**src/rtl/jsu_pkg.sv**
```systemverilog
package jsu_pkg;

    localparam int unsigned JSU_CHAR_W     = 16;
    localparam int unsigned JSU_MAX_OUT    = 3;
    localparam int unsigned JSU_FIFO_DEPTH = 2;

    localparam logic [JSU_CHAR_W-1:0] CH_BACKSLASH = 16'h005C;
    localparam logic [JSU_CHAR_W-1:0] CH_U         = 16'h0075;
    localparam logic [JSU_CHAR_W-1:0] CH_B         = 16'h0062;
    localparam logic [JSU_CHAR_W-1:0] CH_F         = 16'h0066;
    localparam logic [JSU_CHAR_W-1:0] CH_N         = 16'h006E;
    localparam logic [JSU_CHAR_W-1:0] CH_R         = 16'h0072;
    localparam logic [JSU_CHAR_W-1:0] CH_T         = 16'h0074;
    localparam logic [JSU_CHAR_W-1:0] CTL_BS       = 16'h0008;
    localparam logic [JSU_CHAR_W-1:0] CTL_FF       = 16'h000C;
    localparam logic [JSU_CHAR_W-1:0] CTL_LF       = 16'h000A;
    localparam logic [JSU_CHAR_W-1:0] CTL_CR       = 16'h000D;
    localparam logic [JSU_CHAR_W-1:0] CTL_TAB      = 16'h0009;

    typedef enum logic [1:0] {
        PH_PLAIN = 2'd0,
        PH_ESC   = 2'd1,
        PH_HEX   = 2'd2
    } jsu_phase_t;

    // Results caused by one input beat; cnt is 1 to 3 for a queued bundle.
    typedef struct packed {
        logic [1:0]                              cnt;
        logic [JSU_MAX_OUT-1:0][JSU_CHAR_W-1:0]  chars;
    } jsu_bundle_t;

    function automatic logic [3:0] hex_digit(input logic [JSU_CHAR_W-1:0] c);
        logic [3:0] v;
        v = 4'd0;
        if (c >= 16'h0030 && c <= 16'h0039) begin
            v = 4'(c - 16'h0030);
        end else if (c >= 16'h0041 && c <= 16'h0046) begin
            v = 4'(c - 16'h0041 + 16'd10);
        end else if (c >= 16'h0061 && c <= 16'h0066) begin
            v = 4'(c - 16'h0061 + 16'd10);
        end
        return v;
    endfunction

    function automatic logic [JSU_CHAR_W-1:0] esc_map(input logic [JSU_CHAR_W-1:0] c);
        logic [JSU_CHAR_W-1:0] v;
        case (c)
            CH_B:    v = CTL_BS;
            CH_F:    v = CTL_FF;
            CH_N:    v = CTL_LF;
            CH_R:    v = CTL_CR;
            CH_T:    v = CTL_TAB;
            default: v = c;
        endcase
        return v;
    endfunction

endpackage

```
**src/rtl/jsu_front.sv**
```systemverilog
module jsu_front import jsu_pkg::*; (
    input  logic                  aclk,
    input  logic                  aresetn,
    input  logic                  in_valid,
    input  logic                  in_ready,
    input  logic [JSU_CHAR_W-1:0] in_char,
    input  logic                  in_last,
    output logic                  push,
    output jsu_bundle_t           push_data
);

    jsu_phase_t            phase_reg, phase_next;
    logic [1:0]            count_reg, count_next;
    logic [JSU_CHAR_W-1:0] held_reg  [3];
    logic [JSU_CHAR_W-1:0] held_next [3];
    logic                  accept;

    assign accept = in_valid && in_ready;

    always_comb begin
        phase_next = phase_reg;
        case (phase_reg)
            PH_PLAIN: begin
                if (in_char == CH_BACKSLASH && !in_last) begin
                    phase_next = PH_ESC;
                end
            end
            PH_ESC: begin
                if (in_char == CH_U && !in_last) begin
                    phase_next = PH_HEX;
                end else begin
                    phase_next = PH_PLAIN;
                end
            end
            PH_HEX: begin
                if (count_reg == 2'd3 || in_last) begin
                    phase_next = PH_PLAIN;
                end
            end
            default: phase_next = PH_PLAIN;
        endcase
    end

    always_comb begin
        logic [1:0]            n;
        logic [JSU_CHAR_W-1:0] ch  [3];
        logic [JSU_CHAR_W-1:0] seq [3];
        jsu_phase_t            rp;
        logic                  isl;
        n          = 2'd0;
        ch         = '{default: '0};
        seq        = '{default: '0};
        rp         = PH_PLAIN;
        isl        = 1'b0;
        count_next = count_reg;
        held_next  = held_reg;
        case (phase_reg)
            PH_PLAIN: begin
                if (!(in_char == CH_BACKSLASH && !in_last)) begin
                    ch[0] = in_char;
                    n     = 2'd1;
                end
            end
            PH_ESC: begin
                if (in_char == CH_U) begin
                    count_next = 2'd0;
                end else begin
                    ch[0] = esc_map(in_char);
                    n     = 2'd1;
                end
            end
            PH_HEX: begin
                if (count_reg == 2'd3) begin
                    ch[0] = {hex_digit(held_reg[0]), hex_digit(held_reg[1]),
                             hex_digit(held_reg[2]), hex_digit(in_char)};
                    n          = 2'd1;
                    count_next = 2'd0;
                end else if (in_last) begin
                    // The string ended inside the hex digits: the collected
                    // characters are decoded again from the plain phase.
                    count_next = 2'd0;
                    for (int i = 0; i < 3; i++) begin
                        if (2'(i) < count_reg) begin
                            seq[i] = held_reg[i];
                        end else if (2'(i) == count_reg) begin
                            seq[i] = in_char;
                        end
                    end
                    for (int i = 0; i < 3; i++) begin
                        if (2'(i) <= count_reg) begin
                            isl = (2'(i) == count_reg);
                            case (rp)
                                PH_PLAIN: begin
                                    if (seq[i] == CH_BACKSLASH && !isl) begin
                                        rp = PH_ESC;
                                    end else begin
                                        ch[n] = seq[i];
                                        n     = n + 2'd1;
                                    end
                                end
                                PH_ESC: begin
                                    rp = PH_PLAIN;
                                    if (seq[i] == CH_U) begin
                                        if (!isl) begin
                                            rp = PH_HEX;
                                        end
                                    end else begin
                                        ch[n] = esc_map(seq[i]);
                                        n     = n + 2'd1;
                                    end
                                end
                                default: begin
                                    ch[n] = seq[i];
                                    n     = n + 2'd1;
                                    rp    = PH_PLAIN;
                                end
                            endcase
                        end
                    end
                end else begin
                    held_next[count_reg] = in_char;
                    count_next           = count_reg + 2'd1;
                end
            end
            default: count_next = 2'd0;
        endcase
        push_data.cnt = n;
        for (int i = 0; i < 3; i++) begin
            push_data.chars[i] = ch[i];
        end
        push = accept && (n != 2'd0);
    end

    always_ff @(posedge aclk) begin
        if (!aresetn) begin
            phase_reg <= PH_PLAIN;
            count_reg <= 2'd0;
        end else if (accept) begin
            phase_reg <= phase_next;
            count_reg <= count_next;
        end
    end

    always_ff @(posedge aclk) begin
        if (accept) begin
            held_reg <= held_next;
        end
    end

endmodule

```
**src/rtl/jsu_fifo.sv**
```systemverilog
module jsu_fifo import jsu_pkg::*; #(
    parameter int unsigned DEPTH = JSU_FIFO_DEPTH
) (
    input  logic        aclk,
    input  logic        aresetn,
    input  logic        push,
    input  jsu_bundle_t push_data,
    output logic        not_full,
    input  logic        pop,
    output logic        head_valid,
    output jsu_bundle_t head_data
);

    localparam int unsigned PTR_W = (DEPTH > 1) ? $clog2(DEPTH) : 1;
    localparam int unsigned CNT_W = $clog2(DEPTH + 1);

    jsu_bundle_t      mem_reg [DEPTH];
    logic [PTR_W-1:0] wr_ptr_reg, wr_ptr_next;
    logic [PTR_W-1:0] rd_ptr_reg, rd_ptr_next;
    logic [CNT_W-1:0] fill_reg, fill_next;
    logic             do_push, do_pop;

    assign not_full   = (fill_reg != CNT_W'(DEPTH));
    assign head_valid = (fill_reg != '0);
    assign head_data  = mem_reg[rd_ptr_reg];
    assign do_push    = push && not_full;
    assign do_pop     = pop && head_valid;

    always_comb begin
        wr_ptr_next = wr_ptr_reg;
        rd_ptr_next = rd_ptr_reg;
        fill_next   = fill_reg;
        if (do_push) begin
            wr_ptr_next = (wr_ptr_reg == PTR_W'(DEPTH - 1)) ? '0 : wr_ptr_reg + 1'b1;
        end
        if (do_pop) begin
            rd_ptr_next = (rd_ptr_reg == PTR_W'(DEPTH - 1)) ? '0 : rd_ptr_reg + 1'b1;
        end
        if (do_push && !do_pop) begin
            fill_next = fill_reg + 1'b1;
        end else if (do_pop && !do_push) begin
            fill_next = fill_reg - 1'b1;
        end
    end

    always_ff @(posedge aclk) begin
        if (!aresetn) begin
            wr_ptr_reg <= '0;
            rd_ptr_reg <= '0;
            fill_reg   <= '0;
        end else begin
            wr_ptr_reg <= wr_ptr_next;
            rd_ptr_reg <= rd_ptr_next;
            fill_reg   <= fill_next;
        end
    end

    always_ff @(posedge aclk) begin
        if (do_push) begin
            mem_reg[wr_ptr_reg] <= push_data;
        end
    end

endmodule

```
**src/rtl/jsu_back.sv**
```systemverilog
module jsu_back import jsu_pkg::*; (
    input  logic                  aclk,
    input  logic                  aresetn,
    input  logic                  head_valid,
    input  jsu_bundle_t           head_data,
    output logic                  pop,
    output logic                  out_valid,
    input  logic                  out_ready,
    output logic [JSU_CHAR_W-1:0] out_char,
    output logic                  out_last
);

    logic [1:0] idx_reg, idx_next;
    logic       beat;

    assign out_valid = head_valid;
    assign out_char  = head_data.chars[idx_reg];
    assign out_last  = (idx_reg == head_data.cnt - 2'd1);
    assign beat      = out_valid && out_ready;
    assign pop       = beat && out_last;

    always_comb begin
        idx_next = idx_reg;
        if (pop) begin
            idx_next = 2'd0;
        end else if (beat) begin
            idx_next = idx_reg + 2'd1;
        end
    end

    always_ff @(posedge aclk) begin
        if (!aresetn) begin
            idx_reg <= 2'd0;
        end else begin
            idx_reg <= idx_next;
        end
    end

endmodule

```
**src/rtl/json_string_unescape_unit.sv**
```systemverilog
// Unescapes a JSON string given as UTF-16 code units, one unit per input beat,
// with s_tlast on the final unit of each string. Each output beat carries one
// unescaped unit, and m_tlast marks the last output beat caused by one input
// beat. An input beat is taken every cycle while the result queue has room; an
// input beat that gives no result (a backslash, the u of a unicode escape or a
// hex digit being collected) is taken but puts nothing on the output. Each
// result is one output beat, so an input beat that gives N results gives N
// output beats, at most three when a string ends inside a unicode escape. A
// queue of FIFO_DEPTH result groups sits between the decoder and the output
// serializer; with the default of two and m_tready held high, a stream with
// one result per input runs at one beat per cycle in both directions.
module json_string_unescape_unit import jsu_pkg::*; #(
    parameter int unsigned FIFO_DEPTH = JSU_FIFO_DEPTH
) (
    input  logic                  aclk,
    input  logic                  aresetn,
    input  logic                  s_tvalid,
    output logic                  s_tready,
    input  logic [JSU_CHAR_W-1:0] s_tdata,   // [15:0] in_char
    input  logic                  s_tlast,
    output logic                  m_tvalid,
    input  logic                  m_tready,
    output logic [JSU_CHAR_W-1:0] m_tdata,   // [15:0] out_char
    output logic                  m_tlast
);

    logic        push;
    jsu_bundle_t push_data;
    logic        pop;
    logic        head_valid;
    jsu_bundle_t head_data;

    jsu_front u_front (
        .aclk      (aclk),
        .aresetn   (aresetn),
        .in_valid  (s_tvalid),
        .in_ready  (s_tready),
        .in_char   (s_tdata),
        .in_last   (s_tlast),
        .push      (push),
        .push_data (push_data)
    );

    jsu_fifo #(
        .DEPTH (FIFO_DEPTH)
    ) u_fifo (
        .aclk       (aclk),
        .aresetn    (aresetn),
        .push       (push),
        .push_data  (push_data),
        .not_full   (s_tready),
        .pop        (pop),
        .head_valid (head_valid),
        .head_data  (head_data)
    );

    jsu_back u_back (
        .aclk       (aclk),
        .aresetn    (aresetn),
        .head_valid (head_valid),
        .head_data  (head_data),
        .pop        (pop),
        .out_valid  (m_tvalid),
        .out_ready  (m_tready),
        .out_char   (m_tdata),
        .out_last   (m_tlast)
    );

endmodule

```
**config.mk**
```make
export PLATFORM = sky130hd
export DESIGN_NAME = json_string_unescape_unit
export DESIGN_NICKNAME = d
export VERILOG_FILES = /design/src/rtl/jsu_pkg.sv /design/src/rtl/jsu_front.sv /design/src/rtl/jsu_fifo.sv /design/src/rtl/jsu_back.sv /design/src/rtl/json_string_unescape_unit.sv
export SDC_FILE = /design/constraint.sdc
export NUM_CORES = 1
export LEC_CHECK = 0
export CORE_MARGIN = 5
export CORE_UTILIZATION = 55
export CTS_CLUSTER_SIZE = 25
export DETAILED_ROUTE_END_ITERATION = 6
export DONT_BUFFER_PORTS = 1
export GPL_ROUTABILITY_DRIVEN = 0
export PLACE_DENSITY = 0.7
export SETUP_SLACK_MARGIN = 0.4
export SLEW_MARGIN = 20
export SYNTH_ARGS = -nofsm -noshare
export SYNTH_HDL_FRONTEND = slang
export SYNTH_SLANG_ARGS = --single-unit
```
**constraint.sdc**
```tcl
create_clock -name aclk -period 16.2 [get_ports aclk]
set_input_delay 0 -clock aclk [delete_from_list [all_inputs] [get_ports aclk]]
set_output_delay 0 -clock aclk [all_outputs]
set_load 0.01 [all_outputs]
```
Word level (Yosys, flattened, before mapping)
Memories as Yosys holds them, arrays and structs flattened. A register that Yosys moved wholly into a read port is not among the register bits.
Index checks and enable logic that the tools add are counted.

storage, ports and cells
  memories = 1
  input bits = 21
  word-level logic and storage cells = 291
  flip-flop bits (word level) = 58
  output and inout port bits = 19
  RAM bits = 100

memory list
  name            depth  width  read ports  clocked after Yosys merged registers in  write ports  RTL line        text
  u_fifo.mem_reg  2      50     1           1                                        1            jsu_fifo.sv:17  jsu_bundle_t mem_reg [DEPTH];

operators by class
  mux-type cells = 128
  bitwise gates (word level) = 7
  equal/unequal tests = 34
  reduce and logical (&&, ||, !) cells = 46
  order comparisons = 37
  $add $sub $neg = 29

operator list
  operator             number
  $mux 16              39
  $mux 48              10
  $eq 16x7->1 const B  22
  $bwmux 48            5
  $pmux 16 s5          3
  $pmux 48 s2          2
  $ge 16x7->1 const B  8
  $le 16x7->1 const B  8
  $demux 16 s2         3
  $mux 2               34
  $ge 16x6->1 const B  4
  $le 16x6->1 const B  4
  $mux 32              2
  $mux 4               12
  $pmux 16 s3          1
  $sub 4x1->4 const B  12
  $add 4x4->4 const B  8
  $bmux 16 s2          1
  $logic_and 1x1->1    28
  $pmux 2 s3           3
  $pmux 2 s2           3
  $add 2x1->2 const B  5
  $mux 1               10
  $ge 3x3->1 const B   3
  24 further kinds     51

Longest topological paths before layout
  depth after elaboration = 34
  depth in mapped cells = 21
  depth with buffers taken out = 16

Hierarchy
A second synthesis with hierarchy kept.

second synthesis, totals
  cell total of the unflattened synthesis = 920
  area total of the unflattened synthesis = 9653.0 um^2

by module, submodules not included
  module     sequential area each (um^2)  area each (um^2)  cells each  instances
  jsu_front  1521.5                       5332.6            668         1
  jsu_fifo   3103.0                       3837.4            180         1
  jsu_back   40.0                         483.0             72          1

Least setup slack after synthesis
Ideal clock, no wire load.

  path kind = register to register
  from = reg u_front.count_reg[1]
  to = mem u_fifo.mem_reg[0][0] in the netlist's numbering (enable)
  data arrival time = 6.019 ns
  cell stages (with the launch flop) = 19
  period minus slack after synthesis = 6.482 ns
  path buffers = 5
  required time = 15.736 ns
  setup time = 0.464 ns
  setup slack = 9.718 ns
  path through = dfxtp_1 > clkbuf_8 > clkbuf_8 > clkbuf_1 > inv_1 > ha_1 > clkbuf_8 > nor4bb_1 > nand4b_1 > or3_1 > o21ba_2 > clkbuf_1 > or2_2 > inv_1 > ha_1 > nand2_1 > mux2_2 > a31oi_1 > nor2b_1

between the ends
  cells in the longest elaborated chain, start to end = 32
  elaborated cells between the ends (all ways) = 79
  classes of those cells = add/sub: 2; order compare: 6; eq/ne: 10; mux: 49; reduce/logical: 12

RTL lines
  item                              RTL line                          text
  start: declaration                jsu_front.sv:13                   logic [1:0] count_reg, count_next;
  start signal: assignment          jsu_front.sv:140                  count_reg <= count_next;
  $logic_not 2->1                   jsu_front.sv:85, jsu_front.sv:91
  $mux 16                           jsu_front.sv:85                   end else if (2'(i) == count_reg) begin
  $mux 16                           jsu_front.sv:83                   if (2'(i) < count_reg) begin
  $mux 16                           jsu_front.sv:78                   end else if (in_last) begin
  $mux 16                           jsu_front.sv:73                   if (count_reg == 2'd3) begin
  $mux 16                           jsu_front.sv:57                   case (phase_reg)
  $eq 16x7->1                       jsu_front.sv:94                   if (seq[i] == CH_BACKSLASH && !isl) begin
  $logic_and 1x1->1                 jsu_front.sv:94
  (+17 left out)                    -
  $mux 2 (*)                        jsu_front.sv:73
  $pmux 2 s3 (*)                    jsu_front.sv:57
  $reduce_bool 2->1 (*)             jsu_front.sv:131                  push = accept && (n != 2'd0);
  $logic_and 1x1->1 (*)             jsu_front.sv:131
  $logic_and 1x1->1 (*)             jsu_fifo.sv:26                    assign do_push = push && not_full;
  via u_fifo.do_push                jsu_fifo.sv:21                    logic do_push, do_pop;
  $mux 1 (*)                        jsu_fifo.sv:59                    if (do_push) begin
  $mux 1 (not written as such) (*)  jsu_fifo.sv:60                    mem_reg[wr_ptr_reg] <= push_data;
  end: declaration                  jsu_fifo.sv:17

Mark *: on every way through the listed nets, which the timed path passes. The rest lies on a longest branch. The select of a mux whose other input is x is not followed.

Final worst setup path
  from = reg u_front.count_reg[1]
  to = mem u_fifo.mem_reg[0][36] in the netlist's numbering (enable)

The elaborated chain is that of the path after synthesis.

==> results.md <==
- 159 — clock net sink count
- 1.00 ns — transition at the pin with the smallest max-transition slack
- 11.7% — share of cells above drive strength 1
- 0.07 ns — clock transition at the registers of the reported paths
- 20.3% — Gate power share
- 16.25 ns — data required time of the critical path
- 0 — DRT antenna net count
- finished, final reports clean — status
- 9170 um2 — area of the mapped netlist
- 19400 um2 — Die Area
- 51 — pin count of the biggest net entering global routing
- 0.00343 uW — leakage power of the design
- 327 uW — net switching component of the power
- 89 — Yosys cell types
- 820 uW — Int Power
- 47 — number of rows created at floorplan
- edfxtp_1 — cell taking the most area after synthesis
- 50 — critical path peak fanout
- 5.88 ns — critical path data arrival time
- 5.83 ns — final period demand of the worst path
- 3.55% — post-synthesis adder-cell area fraction
- s_tvalid — start point of the worst min-delay path
- 0 — initial antenna violation count
- 46.6% — sequential cell fraction of total power
- 0.42 ns — clock latency on the worst-skew pair
- 16.7% — area fraction in and, or, nand and nor cells after synthesis
- 0 — Setup Viol. Count Final
- u_front.count_reg[1]$_SDFFE_PN0P_ — origin of the critical flop-to-flop path
- 0 — post-cts repair resize count
- 114 nW/um2 — total power density per cell area
- 159 — flop and latch count out of synthesis
- 33.1% — Max transition margin
- 50.9% — share of synthesized area occupied by flip-flops and latches
- 7056 — total vias in the final route
- 172 MHz — upper clock frequency limit
- 0 — yosys warns
- 139 um — floorplan die width
- 33.1% — relative contribution of the clock network to total power
- 877 — post-synthesis net count
- done — TritonCTS clock tree
- 38200 um — first-pass GRT wire length
- 1010 — number of placed cells counting well taps
- 0.00834 ns — clock tree skew after final layout
- 10.37 ns — slack of the worst reg-to-reg path
- 1063 — filler-free cell count of the finished design
- 0 — count of buffers from port buffering
- 0 — final global-route overflow total
- 25.4% — total global routing track utilization
- 4 — H-tree depth reported by CTS
- u_front.phase_reg[0]$_SDFFE_PN0P_ — capture endpoint of the worst hold path
- 2 — number of buffers between clock root and the deepest sink
- 0 — max-cap check violation count
- 100 — max reg flops
- flop — kind of launch point of the worst setup path
- 0 — final max-slew violation count
- u_fifo.mem_reg[0][36]$_DFFE_PP_ — endpoint of the worst register-to-register path
- 15.4% — synthesized-area fraction occupied by ao, oa, aoi and oai cells
- 16500 um2 — core outline area
- clkbuf_16 — library cell used as clock root buffer
- 877 — Final #Nets
- 16900 um — Detailed Place HPWL
- 55.7% — initial standard-cell utilization of the core
- 3 — cell count of the worst hold path
- 24500 um — final routed wirelength across all metal layers
- 48.5% — top cell type's share of synthesized area
- edfxtp_1, mux4_2, ha_1 — leading cell types by total area after synthesis
- 23.1 um — routed length per placed instance
- flop — CP endpoint kind
- 6670 — via count of the first global-routing pass
- 9.56% — growth of design area from synthesis to finish
- 935 — initial drt markers
- 0 ns — Setup TNS
- 7 — count of TritonRoute iterations in the first routing pass
- 0% — share of synthesized flip-flops with an asynchronous set or reset
- 830 — cells after synthesis
- 0 — diodes inserted
- 0 — number of hold violations in the final report
- 139 um — die boundary height
- 0 — number of remaining DRC errors
- primary input to flop — worst hold-check path type
- 8.14% — multiplexer fraction of the synthesized cell area
- 148 — number of enable-type register cells in the synthesized netlist
- 17 — CTS Buf Count
- 28.5% — switching part of the total power
- 1.34% — post-synthesis share of cell area spent on xor and xnor gates
- 13 — cell count of the worst reg-to-reg path
- 0.0000830 V — maximum resistive drop on vdd
- 0 — buffer count from post-CTS setup fixing
- false — unrepaired setup endpoints after global routing
- simple AND/OR/NAND/NOR gates — combinational family with the most area after synthesis
- edfxtp_1 — dominant synthesized flop cell
- 21 — number of hold buffers added after cts
- 11.1 um2 — average size of a mapped cell
- 40 — number of top-level pins
- 6.64 — via count normalized by instance count
- 36.0% — Final Cycle Share
- flop to flop — Worst Setup Path Type
-- cells by family after synthesis --
| family | count (synthesis) |
|---|---|
| flops | 159 |
| xor+xnor | 14 |
| fa+ha+maj | 26 |
| mux | 53 |
| compound gates | 204 |
| simple gates | 289 |
| buf+inv | 85 |
-- placed cells by master, fill, tap and decap left out, types with 11 or more instances in the layout --
cell / n
mux4_2: 16
edfxtp_1: 148
and3_1: 15
a31oi_1: 16
dlygate4sd3_1: 21
ha_1: 26
o211ai_1: 11
clkbuf_16: 17
nand2_1: 62
a21oi_1: 36
inv_1: 39
nor2_1: 85
o22ai_1: 21
o21ai_0: 32
and2_1: 14
mux2i_1: 27
nand3_1: 17
-- area by class of cell --
type / count / area, um2
fillers: 1306 / 6420
inverters: 39 / 146
clock inverters: 15 / 133
flip-flops and latches: 159 / 4670
clock buffers: 17 / 425
well taps: 220 / 275
repair buffers: 27 / 255
multi-input cells: 586 / 4150
-- per-layer routing --
layer | GRT usage [%] | wire [um] | vias to the layer above
met4 | 8.65 | 794 | 0
met3 | 6.31 | 2490 | 64
li1 | - | - | 3167
met1 | 35.8 | 10200 | 3390
met2 | 38.9 | 11100 | 435
met5 | 0 | 0 | -
-- metrics by stage --
| stage | total power [uW] | setup WS, ns | area, um2 | hold slack [ns] | util [%] |
|---|---|---|---|---|---|
| 6_report | 1150 | 10.37 | 10000 | 0.0227 | 61.0 |
| 2_1_floorplan | 713 | 9.72 | 9170 | 0.0989 | - |
| 3_3_place_gp | 759 | 10.53 | 9280 | 0.0995 | 56.4 |
| 3_5_place_dp | 767 | 10.28 | 9280 | 0.0997 | 56.4 |
| 4_1_cts | 1150 | 10.22 | 10000 | 0.00553 | 61.0 |
| 5_1_grt | 1200 | 9.88 | 10000 | 0.0147 | 61.0 |
-- critical path: stages, from the launching register on --
cell	delay, ns
dfxtp_1	0.64
inv_1	0.27
ha_1	0.34
nor2b_1	0.82
a22o_2	0.35
a2111o_1	0.22
nor2b_1	0.82
inv_1	0.25
ha_1	0.36
nand2_1	0.04
mux2_2	0.32
a31oi_1	0.28
nor2b_4	0.20
buf_4	0.52
-- power groups by stage --
stage	Combinational [uW]	Sequential, uW	Clock [uW]
2_1_floorplan	173	540	0
3_3_place_gp	219	540	0
3_5_place_dp	223	544	0
4_1_cts	233	535	382
5_1_grt	254	539	404
6_report	233	535	380
-- worst max path at each step --
stage                                            startpoint                               to  slack (ns)  depth (start not counted)
final                     u_front.count_reg[1]$_SDFFE_PN0P_  u_fifo.mem_reg[0][36]$_DFFE_PP_       10.37                         13
after global routing      u_front.count_reg[1]$_SDFFE_PN0P_  u_fifo.mem_reg[0][36]$_DFFE_PP_        9.88                         13
after CTS                 u_front.count_reg[1]$_SDFFE_PN0P_  u_fifo.mem_reg[1][36]$_DFFE_PP_       10.22                         12
after detailed placement  u_front.count_reg[1]$_SDFFE_PN0P_  u_fifo.mem_reg[1][37]$_DFFE_PP_       10.28                         12
after global placement    u_front.count_reg[1]$_SDFFE_PN0P_  u_fifo.mem_reg[1][33]$_DFFE_PP_       10.53                         12
after floorplan           u_front.count_reg[1]$_SDFFE_PN0P_   u_fifo.mem_reg[0][0]$_DFFE_PP_        9.72                         18
-- Yosys cell counts (7+ instances only) --
master and instances:
edfxtp_1 148, nor2_1 85, nand2_1 62, inv_1 39
a21oi_1 36, clkbuf_1 32, o21ai_0 32, mux2i_1 27
ha_1 26, o22ai_1 21, nand3_1 17, a31oi_1 16
mux4_2 16, and2_1 15, and3_1 15, dfxtp_1 11
o211ai_1 11, a31o_2 10, mux2_2 9, nor2b_1 9
a22o_1 8, nor3_1 8, xor2_1 8, and3b_1 7
nand3b_1 7, or3_1 7
No activity file was read; power rests on OpenSTA's default activity.
